==> config.mk <==
export PLATFORM = sky130hd
export DESIGN_NAME = key_value_table_flat
export DESIGN_NICKNAME = d
export VERILOG_FILES = /design/src/kvt_pkg.sv /design/src/kvt_req_if.sv /design/src/kvt_rsp_if.sv /design/src/kvt_cell.sv /design/src/key_value_table.sv /design/src/flat_wrapper.sv
export SDC_FILE = /design/constraint.sdc
export NUM_CORES = 2
export LEC_CHECK = 0
export BUFFER_PORTS_ARGS = -buffer_cell sky130_fd_sc_hd__buf_4
export CAP_MARGIN = 20
export CORE_MARGIN = 8
export CORE_UTILIZATION = 49
export DETAILED_ROUTE_END_ITERATION = 8
export PLACE_DENSITY = 0.72
export SYNTH_ARGS = -nofsm -noshare
export SYNTH_HDL_FRONTEND = slang
export SYNTH_SLANG_ARGS = --single-unit
==> constraint.sdc <==
create_clock -name clk -period 6.5 [get_ports clk]
set_input_delay 0 -clock clk [delete_from_list [all_inputs] [get_ports clk]]
set_output_delay 0 -clock clk [all_outputs]
set_load 0.05 [all_outputs]
==> src/kvt_pkg.sv <==
package kvt_pkg;

  // Table geometry.
  localparam int ENTRIES  = 16;
  localparam int KEY_BITS = 64;
  localparam int IDX_W    = (ENTRIES > 1) ? $clog2(ENTRIES) : 1;

  // Fixed field widths on the ports.
  localparam int CMD_W       = 2;
  localparam int KEY_FIELD_W = 64;
  localparam int VALUE_W     = 64;
  localparam int STATUS_W    = 2;
  localparam int SLOT_W      = 4;
  localparam int CAP_W       = 5;

  // Width for comparing a slot number against the capacity register.
  localparam int CMP_W = (IDX_W + 1 > CAP_W) ? IDX_W + 1 : CAP_W;

  localparam logic [CAP_W-1:0] CAP_RESET = CAP_W'(16);

  typedef enum logic [CMD_W-1:0] {
    CMD_ADD    = 2'd0,
    CMD_REMOVE = 2'd1,
    CMD_ASK    = 2'd2
  } cmd_t;

  typedef enum logic [STATUS_W-1:0] {
    ST_OK        = 2'd0,
    ST_PRESENT   = 2'd1,
    ST_FULL      = 2'd2,
    ST_NOT_FOUND = 2'd3
  } status_t;

  typedef enum logic [1:0] {
    S_IDLE,
    S_SCAN,
    S_RESOLVE
  } state_t;

  // Search result as it moves from cell to cell.
  typedef struct packed {
    logic               hit;
    logic [IDX_W-1:0]   hit_idx;
    logic [VALUE_W-1:0] hit_value;
    logic               free;
    logic [IDX_W-1:0]   free_idx;
  } scan_t;

  // Update broadcast to the cells at the end of a request.
  typedef struct packed {
    logic             set;
    logic             clr;
    logic [IDX_W-1:0] idx;
  } slot_wr_t;

  // Low bits of a slot number, zero extended when the table is small.
  function automatic logic [SLOT_W-1:0] to_slot(input logic [IDX_W-1:0] idx);
    logic [IDX_W+SLOT_W-1:0] wide;
    wide = {{SLOT_W{1'b0}}, idx};
    return wide[SLOT_W-1:0];
  endfunction

endpackage

==> src/kvt_req_if.sv <==
interface kvt_req_if
  import kvt_pkg::*;
();
  logic                   valid;
  logic                   ready;
  logic [CMD_W-1:0]       command;
  logic [KEY_FIELD_W-1:0] lookup_key;
  logic [VALUE_W-1:0]     store_value;

  modport source (output valid, output command, output lookup_key, output store_value,
                  input ready);
  modport sink   (input valid, input command, input lookup_key, input store_value,
                  output ready);
endinterface

==> src/kvt_rsp_if.sv <==
interface kvt_rsp_if
  import kvt_pkg::*;
();
  logic                valid;
  logic                ready;
  logic [STATUS_W-1:0] status;
  logic [VALUE_W-1:0]  found_value;
  logic [SLOT_W-1:0]   slot_index;

  modport source (output valid, output status, output found_value, output slot_index,
                  input ready);
  modport sink   (input valid, input status, input found_value, input slot_index,
                  output ready);
endinterface

==> src/kvt_cell.sv <==
// One table slot. It merges its own match and free status into the search
// result from its left neighbor and registers the result for its right one.
module kvt_cell
  import kvt_pkg::*;
(
  input  logic                clk,
  input  logic                rst,
  input  logic [IDX_W-1:0]    idx,
  input  logic [KEY_BITS-1:0] key,
  input  logic [VALUE_W-1:0]  value,
  input  logic [CAP_W-1:0]    cap,
  input  slot_wr_t            wr,
  input  scan_t               scan_in,
  output scan_t               scan_out
);

  logic                valid;
  logic [KEY_BITS-1:0] slot_key;
  logic [VALUE_W-1:0]  slot_value;
  logic                sel;
  logic                match;
  logic                usable;
  scan_t               scan_next;

  assign sel    = (wr.idx == idx);
  assign match  = valid && (slot_key == key);
  assign usable = !valid && (CMP_W'(idx) < CMP_W'(cap));

  always_comb begin
    scan_next = scan_in;
    if (!scan_in.hit && match) begin
      scan_next.hit       = 1'b1;
      scan_next.hit_idx   = idx;
      scan_next.hit_value = slot_value;
    end
    if (!scan_in.free && usable) begin
      scan_next.free     = 1'b1;
      scan_next.free_idx = idx;
    end
  end

  always_ff @(posedge clk) begin
    if (rst) begin
      valid <= 1'b0;
    end else if (sel && wr.set) begin
      valid <= 1'b1;
    end else if (sel && wr.clr) begin
      valid <= 1'b0;
    end
  end

  always_ff @(posedge clk) begin
    if (sel && wr.set) begin
      slot_key   <= key;
      slot_value <= value;
    end
    scan_out <= scan_next;
  end

endmodule

==> src/key_value_table.sv <==
// Channel   Direction  Payload                                   Role
// req       in         command, lookup_key, store_value          add, remove or ask
// rsp       out        status, found_value, slot_index           one result per request
// cfg       in         cfg_we, cfg_data                          capacity_in_use register
//
// After acceptance the search walks the row of cells slot by slot in the scan state; the resolve
// state then settles the result and updates a slot, and the table returns to idle, where the next
// request is taken. No request is taken while another is in progress. The result is offered from
// the output register once the resolve state has loaded it.
// Reset (rst, synchronous) clears every slot valid bit and sets the capacity to 16. While rsp
// is stalled the next request is still taken, but its resolve cycle waits for an empty output.
module key_value_table
  import kvt_pkg::*;
(
  input  logic             clk,
  input  logic             rst,
  kvt_req_if.sink          req,
  kvt_rsp_if.source        rsp,
  input  logic             cfg_we,
  input  logic [CAP_W-1:0] cfg_data
);

  // Control state.
  state_t           state;
  state_t           state_next;
  logic [IDX_W-1:0] cnt;
  logic [CAP_W-1:0] cap;

  // The request being worked on. It is held for the whole search, so every
  // cell sees the same key while the search result ripples through the row.
  logic [CMD_W-1:0]    cmd_q;
  logic [KEY_BITS-1:0] key_q;
  logic [VALUE_W-1:0]  value_q;

  // Output register.
  logic                out_valid;
  logic [STATUS_W-1:0] out_status;
  logic [VALUE_W-1:0]  out_value;
  logic [SLOT_W-1:0]   out_slot;

  // Result of the resolve cycle.
  logic                load;
  logic                out_free;
  status_t             res_status;
  logic [VALUE_W-1:0]  res_value;
  logic [SLOT_W-1:0]   res_slot;
  slot_wr_t            wr;

  // The search chain. Link 0 feeds the first cell with an empty result and
  // the last link carries the answer for the whole table.
  scan_t chain [ENTRIES+1];
  scan_t scan_last;

  assign chain[0]  = '0;
  assign scan_last = chain[ENTRIES];

  for (genvar i = 0; i < ENTRIES; i++) begin : g_cell
    kvt_cell u_cell (
      .clk      (clk),
      .rst      (rst),
      .idx      (IDX_W'(i)),
      .key      (key_q),
      .value    (value_q),
      .cap      (cap),
      .wr       (wr),
      .scan_in  (chain[i]),
      .scan_out (chain[i+1])
    );
  end

  assign req.ready = (state == S_IDLE);
  assign out_free  = !out_valid || rsp.ready;

  // Next state, and the decision made once the search has passed every cell.
  always_comb begin
    state_next = state;
    load       = 1'b0;
    res_status = ST_OK;
    res_value  = '0;
    res_slot   = '0;
    wr         = '0;
    case (state)
      S_IDLE: begin
        if (req.valid) begin
          state_next = S_SCAN;
        end
      end
      S_SCAN: begin
        if (cnt == IDX_W'(ENTRIES - 1)) begin
          state_next = S_RESOLVE;
        end
      end
      S_RESOLVE: begin
        if (out_free) begin
          load       = 1'b1;
          state_next = S_IDLE;
          case (cmd_q)
            CMD_ADD: begin
              // A key present anywhere blocks the add, even past the capacity.
              if (scan_last.hit) begin
                res_status = ST_PRESENT;
              end else if (scan_last.free) begin
                wr.set   = 1'b1;
                wr.idx   = scan_last.free_idx;
                res_slot = to_slot(scan_last.free_idx);
              end else begin
                res_status = ST_FULL;
              end
            end
            CMD_REMOVE: begin
              if (scan_last.hit) begin
                wr.clr   = 1'b1;
                wr.idx   = scan_last.hit_idx;
                res_slot = to_slot(scan_last.hit_idx);
              end else begin
                res_status = ST_NOT_FOUND;
              end
            end
            CMD_ASK: begin
              if (scan_last.hit) begin
                res_value = scan_last.hit_value;
                res_slot  = to_slot(scan_last.hit_idx);
              end else begin
                res_status = ST_NOT_FOUND;
              end
            end
            default: begin
              // The unused command code leaves the table alone and reports ok.
              res_status = ST_OK;
            end
          endcase
        end
      end
      default: begin
        state_next = S_IDLE;
      end
    endcase
  end

  always_ff @(posedge clk) begin
    if (rst) begin
      state <= S_IDLE;
      cnt   <= '0;
    end else begin
      state <= state_next;
      if (state == S_SCAN) begin
        cnt <= cnt + IDX_W'(1);
      end else begin
        cnt <= '0;
      end
    end
  end

  always_ff @(posedge clk) begin
    if (rst) begin
      cap <= CAP_RESET;
    end else if (cfg_we) begin
      cap <= cfg_data;
    end
  end

  // Only the low KEY_BITS bits of the key take part in the table.
  always_ff @(posedge clk) begin
    if (req.valid && req.ready) begin
      cmd_q   <= req.command;
      key_q   <= req.lookup_key[KEY_BITS-1:0];
      value_q <= req.store_value;
    end
  end

  always_ff @(posedge clk) begin
    if (rst) begin
      out_valid <= 1'b0;
    end else if (load) begin
      out_valid <= 1'b1;
    end else if (rsp.ready) begin
      out_valid <= 1'b0;
    end
  end

  always_ff @(posedge clk) begin
    if (load) begin
      out_status <= res_status;
      out_value  <= res_value;
      out_slot   <= res_slot;
    end
  end

  assign rsp.valid       = out_valid;
  assign rsp.status      = out_status;
  assign rsp.found_value = out_value;
  assign rsp.slot_index  = out_slot;

  // One request at a time: acceptance closes the input until it resolves.
  a_one_request: assert property (@(posedge clk) disable iff (rst)
    (req.valid && req.ready) |=> !req.ready)
    else $error("request accepted while another is in progress");

  // A stored key never duplicates one already in the table.
  a_no_duplicate: assert property (@(posedge clk) disable iff (rst)
    wr.set |-> !scan_last.hit)
    else $error("add stores a key that is already present");

  // Table full is reported only when the search found no usable slot.
  a_full_honest: assert property (@(posedge clk) disable iff (rst)
    (load && res_status == ST_FULL) |-> !scan_last.free)
    else $error("table full reported with a free slot in range");

  // A result never overwrites one that has not been taken.
  a_no_overwrite: assert property (@(posedge clk) disable iff (rst)
    (out_valid && !rsp.ready) |=> (out_valid && $stable(out_status) && $stable(out_slot)))
    else $error("pending result lost or changed");

endmodule
==> src/flat_wrapper.sv <==
// flat-port wrapper written by rule: the top's interface ports become plain ports
module key_value_table_flat import kvt_pkg::*;
  (clk, rst, cfg_we, cfg_data, req_valid, req_command, req_lookup_key, req_store_value, req_ready, rsp_valid, rsp_status, rsp_found_value, rsp_slot_index, rsp_ready);
  kvt_req_if req_i ();
  kvt_rsp_if rsp_i ();
  input  logic clk;
  input  logic rst;
  input  logic cfg_we;
  input  logic [CAP_W-1:0] cfg_data;
  input wire logic [$bits(req_i.valid)-1:0] req_valid;
  input wire logic [$bits(req_i.command)-1:0] req_command;
  input wire logic [$bits(req_i.lookup_key)-1:0] req_lookup_key;
  input wire logic [$bits(req_i.store_value)-1:0] req_store_value;
  output wire logic [$bits(req_i.ready)-1:0] req_ready;
  output wire logic [$bits(rsp_i.valid)-1:0] rsp_valid;
  output wire logic [$bits(rsp_i.status)-1:0] rsp_status;
  output wire logic [$bits(rsp_i.found_value)-1:0] rsp_found_value;
  output wire logic [$bits(rsp_i.slot_index)-1:0] rsp_slot_index;
  input wire logic [$bits(rsp_i.ready)-1:0] rsp_ready;
  assign req_i.valid = req_valid;
  assign req_i.command = req_command;
  assign req_i.lookup_key = req_lookup_key;
  assign req_i.store_value = req_store_value;
  assign req_ready = req_i.ready;
  assign rsp_valid = rsp_i.valid;
  assign rsp_status = rsp_i.status;
  assign rsp_found_value = rsp_i.found_value;
  assign rsp_slot_index = rsp_i.slot_index;
  assign rsp_i.ready = rsp_ready;
  key_value_table u_core (.clk(clk), .rst(rst), .req(req_i), .rsp(rsp_i), .cfg_we(cfg_we), .cfg_data(cfg_data));
endmodule
==> out/metrics.csv <==
metric,value,unit
I/O Pins,212,
crit share post-route,72.8,%
final net count,7555,
WL per Instance,25.6,um
max_cap viols,0,
CP Launch Type,flip-flop,
hold path depth,3,
TritonCTS Sinks,3430,
Max H-tree Level,5,
DR iter-0 viols,6196,
Post-Layout Inst Area,0.138,sq mm
via density per instance,5.45,
worst reg2reg path depth,9,
worst IR drop on VDD,0.291,mV
number of global-route vias before repair,60251,
Initial Util,49.1,%
Leak,49.4,nW
CP startpoint,u_core.key_q[62],
clk slew on worst S/H paths,0.07,ns
Setup Viol. Count Final,0,
Layout area overhead,16.8,%
FP Rows,180,
Reg-to-Reg Start,u_core.key_q[62],
Setup TNS Final,0,ns
"commonest non-fill, non-tap cell in the layout",edfxtp_1,
Core Region,0.240,sq mm
RR Endpoint,u_core.g_cell[1].u_cell.scan_out[14],
Syn Area/Cell,17.7,sq um
Die ar.,0.256,sq mm
sequential share of the synthesized area,77.4,%
signal arrival time at the worst endpoint,5.47,ns
CP endpoint kind,flip-flop,
post-synthesis cell count,6638,
GP Congestion,0.928,
final worst path period need,4.73,ns
yosys warns,0,
# DRC,0,
top_reg_cell synth,edfxtp_1,
Hold Path Origin,req_valid,
Detailed Place HPWL,164000,um
crit path kind,reg2reg,
Worst Path Required,7.24,ns
setup bufs post-CTS,0,
Mapped Nets,6785,
Async SR Flop Fraction,0,%
Slew Limit Fails,0,
post-cts sizing count,0,
Post-synth EDFFs,2248,
root buf cell,clkbuf_16,
initial antenna violation count,11,
worst relative slew slack,13.7,%
gr ovfl total,0,
share of layout cells above drive strength 1,24.3,%
Worst Hold Class,in2reg,
clock skew,0.137,ns
Worst-Margin Slew,1.26,ns
RSZ-0062 raised after global routing,no,
Total Routing Usage GR,21.1,%
total vias in the final route,59249,
Die Ht,506,um
Netlist Area Pre-Place,0.118,sq mm
post-synthesis register bit count,3430,
r2r setup slk,1.77,ns
status,"finished, final reports clean",
routed wire length,278000,um
Skew-Pair Late Insertion Delay,0.98,ns
CTS tree,yes,
WHS Endpoint,u_core.value_q[59],
CTS max path bufs,4,
First-pass DRT Iterations,6,
first-pass GRT wire length,406000,um
"commonest non-fill, non-tap cells in the layout","edfxtp_1, dfxtp_1, mux2_2",
Port Buffers,211,
Post-DP Area,0.124,sq mm
largest net degree at the start of global routing,81,
ANT nets after route,0,
cts hold-fix bufs,289,
fmax,211,MHz
Synth cell types,62,
pwr dens,318,mW/mm^2
Die Width,506,um
CTS Buf Count,349,
"Hold Violations, Final",0,
crit path max fanout,43,
[how the worst max path moves through the flow]
stage	to	slack [ns]	depth (start not counted)
after floorplan	u_core.g_cell[0].u_cell.slot_key[0]	0.67	7
after global placement	u_core.g_cell[15].u_cell.scan_out[66]	1.88	8
after detailed placement	u_core.g_cell[15].u_cell.scan_out[66]	1.83	8
after CTS	u_core.g_cell[15].u_cell.scan_out[15]	1.86	8
after global routing	u_core.g_cell[1].u_cell.scan_out[13]	1.79	9
final	u_core.g_cell[1].u_cell.scan_out[14]	1.77	9
[synthesized netlist by cell type, types with 44 or more instances]
| cell | number | area [sq um] |
|---|---|---|
| edfxtp_1 | 2248 | 67500 |
| inv_1 | 124 | 465 |
| nor4_1 | 125 | 782 |
| clkbuf_1 | 44 | 165 |
| nand2_1 | 46 | 173 |
| o22ai_1 | 47 | 294 |
| nor2b_1 | 44 | 275 |
| nand2b_1 | 82 | 513 |
| buf_2 | 148 | 741 |
| and2_1 | 161 | 1010 |
| xor2_1 | 395 | 3460 |
| dfxtp_1 | 1182 | 23700 |
| xnor2_1 | 429 | 3760 |
| mux2_2 | 897 | 10100 |
| nand4_1 | 137 | 857 |
[through the flow]
stage / setup slack [ns] / util, % / power (mW) / instances / hold slack (ns)
after floorplan: 0.667 / - / 24.3 / 6638 / 0.0691
after global placement: 1.88 / 51.6 / 24.8 / 9951 / 0.178
after detailed placement: 1.83 / 51.6 / 24.8 / 9952 / 0.179
after CTS: 1.86 / 57.3 / 44.0 / 10862 / 0.0398
after global routing: 1.79 / 57.3 / 44.9 / 10866 / 0.0820
final: 1.77 / 57.3 / 43.7 / 10870 / 0.107
[final cells by class]
type                       count  area [sq um]
fill                       17587        102000
multi-input combinational   2814         24700
sequential                  3430         91200
antenna                        7          17.5
tap                         3185          3990
timing repair buffer         682          6100
clock buffer                 474          9620
clock inverter               147          1340
inverter                     131           574
[state kept, by name, indices dropped and copies added, names as in the netlist]
signal / count
u_core.rsp.slot_index: 4
u_core.value_q: 64
u_core.rsp.valid: 1
u_core.g_cell.u_cell.valid: 16
u_core.key_q: 64
u_core.rsp.found_value: 64
u_core.g_cell.u_cell.scan_out: 1154
u_core.cmd_q: 2
u_core.g_cell.u_cell.slot_key: 1024
u_core.rsp.status: 2
u_core.cap: 5
u_core.cnt: 4
u_core.state: 2
u_core.g_cell.u_cell.slot_value: 1024
[layer usage]
layer	global-route usage (%)	vias to the layer above	share of wire (%)
met4	7.82	4	3.9
li1	-	25965	-
met5	0	-	0.0097
met1	28.3	30223	42
met2	34.6	2488	47
met3	4.03	569	7.5
[power breakdown]
part	internal (mW)	switching (mW)
clock network	11.3	7.94
registers	23.3	0.193
logic	0.420	0.637
total	34.9	8.77
[critical path, stage by stage, from the launching register on]
cell      delay (ns)
edfxtp_1        0.95
buf_4           0.46
xnor2_1         0.16
nand4_1         0.14
nor4_1          1.00
nand4_1         0.40
nand4b_1        0.30
buf_4           0.29
buf_4           0.42
mux2_2          0.38
[cells by family (layout without fill, tap and decap cells)]
logic type,count (synthesis),after routing,synth area share [%]
flops,3430,3430,77.4
xor+xnor,824,824,6.13
mux,965,965,9.32
buf+inv,394,1434,1.61
fa+ha+maj,7,7,0.0744
compound gates,255,255,1.62
other cells,0,7,0
simple gates,763,763,3.83
Note: power is estimated with default switching activity, not from simulation.
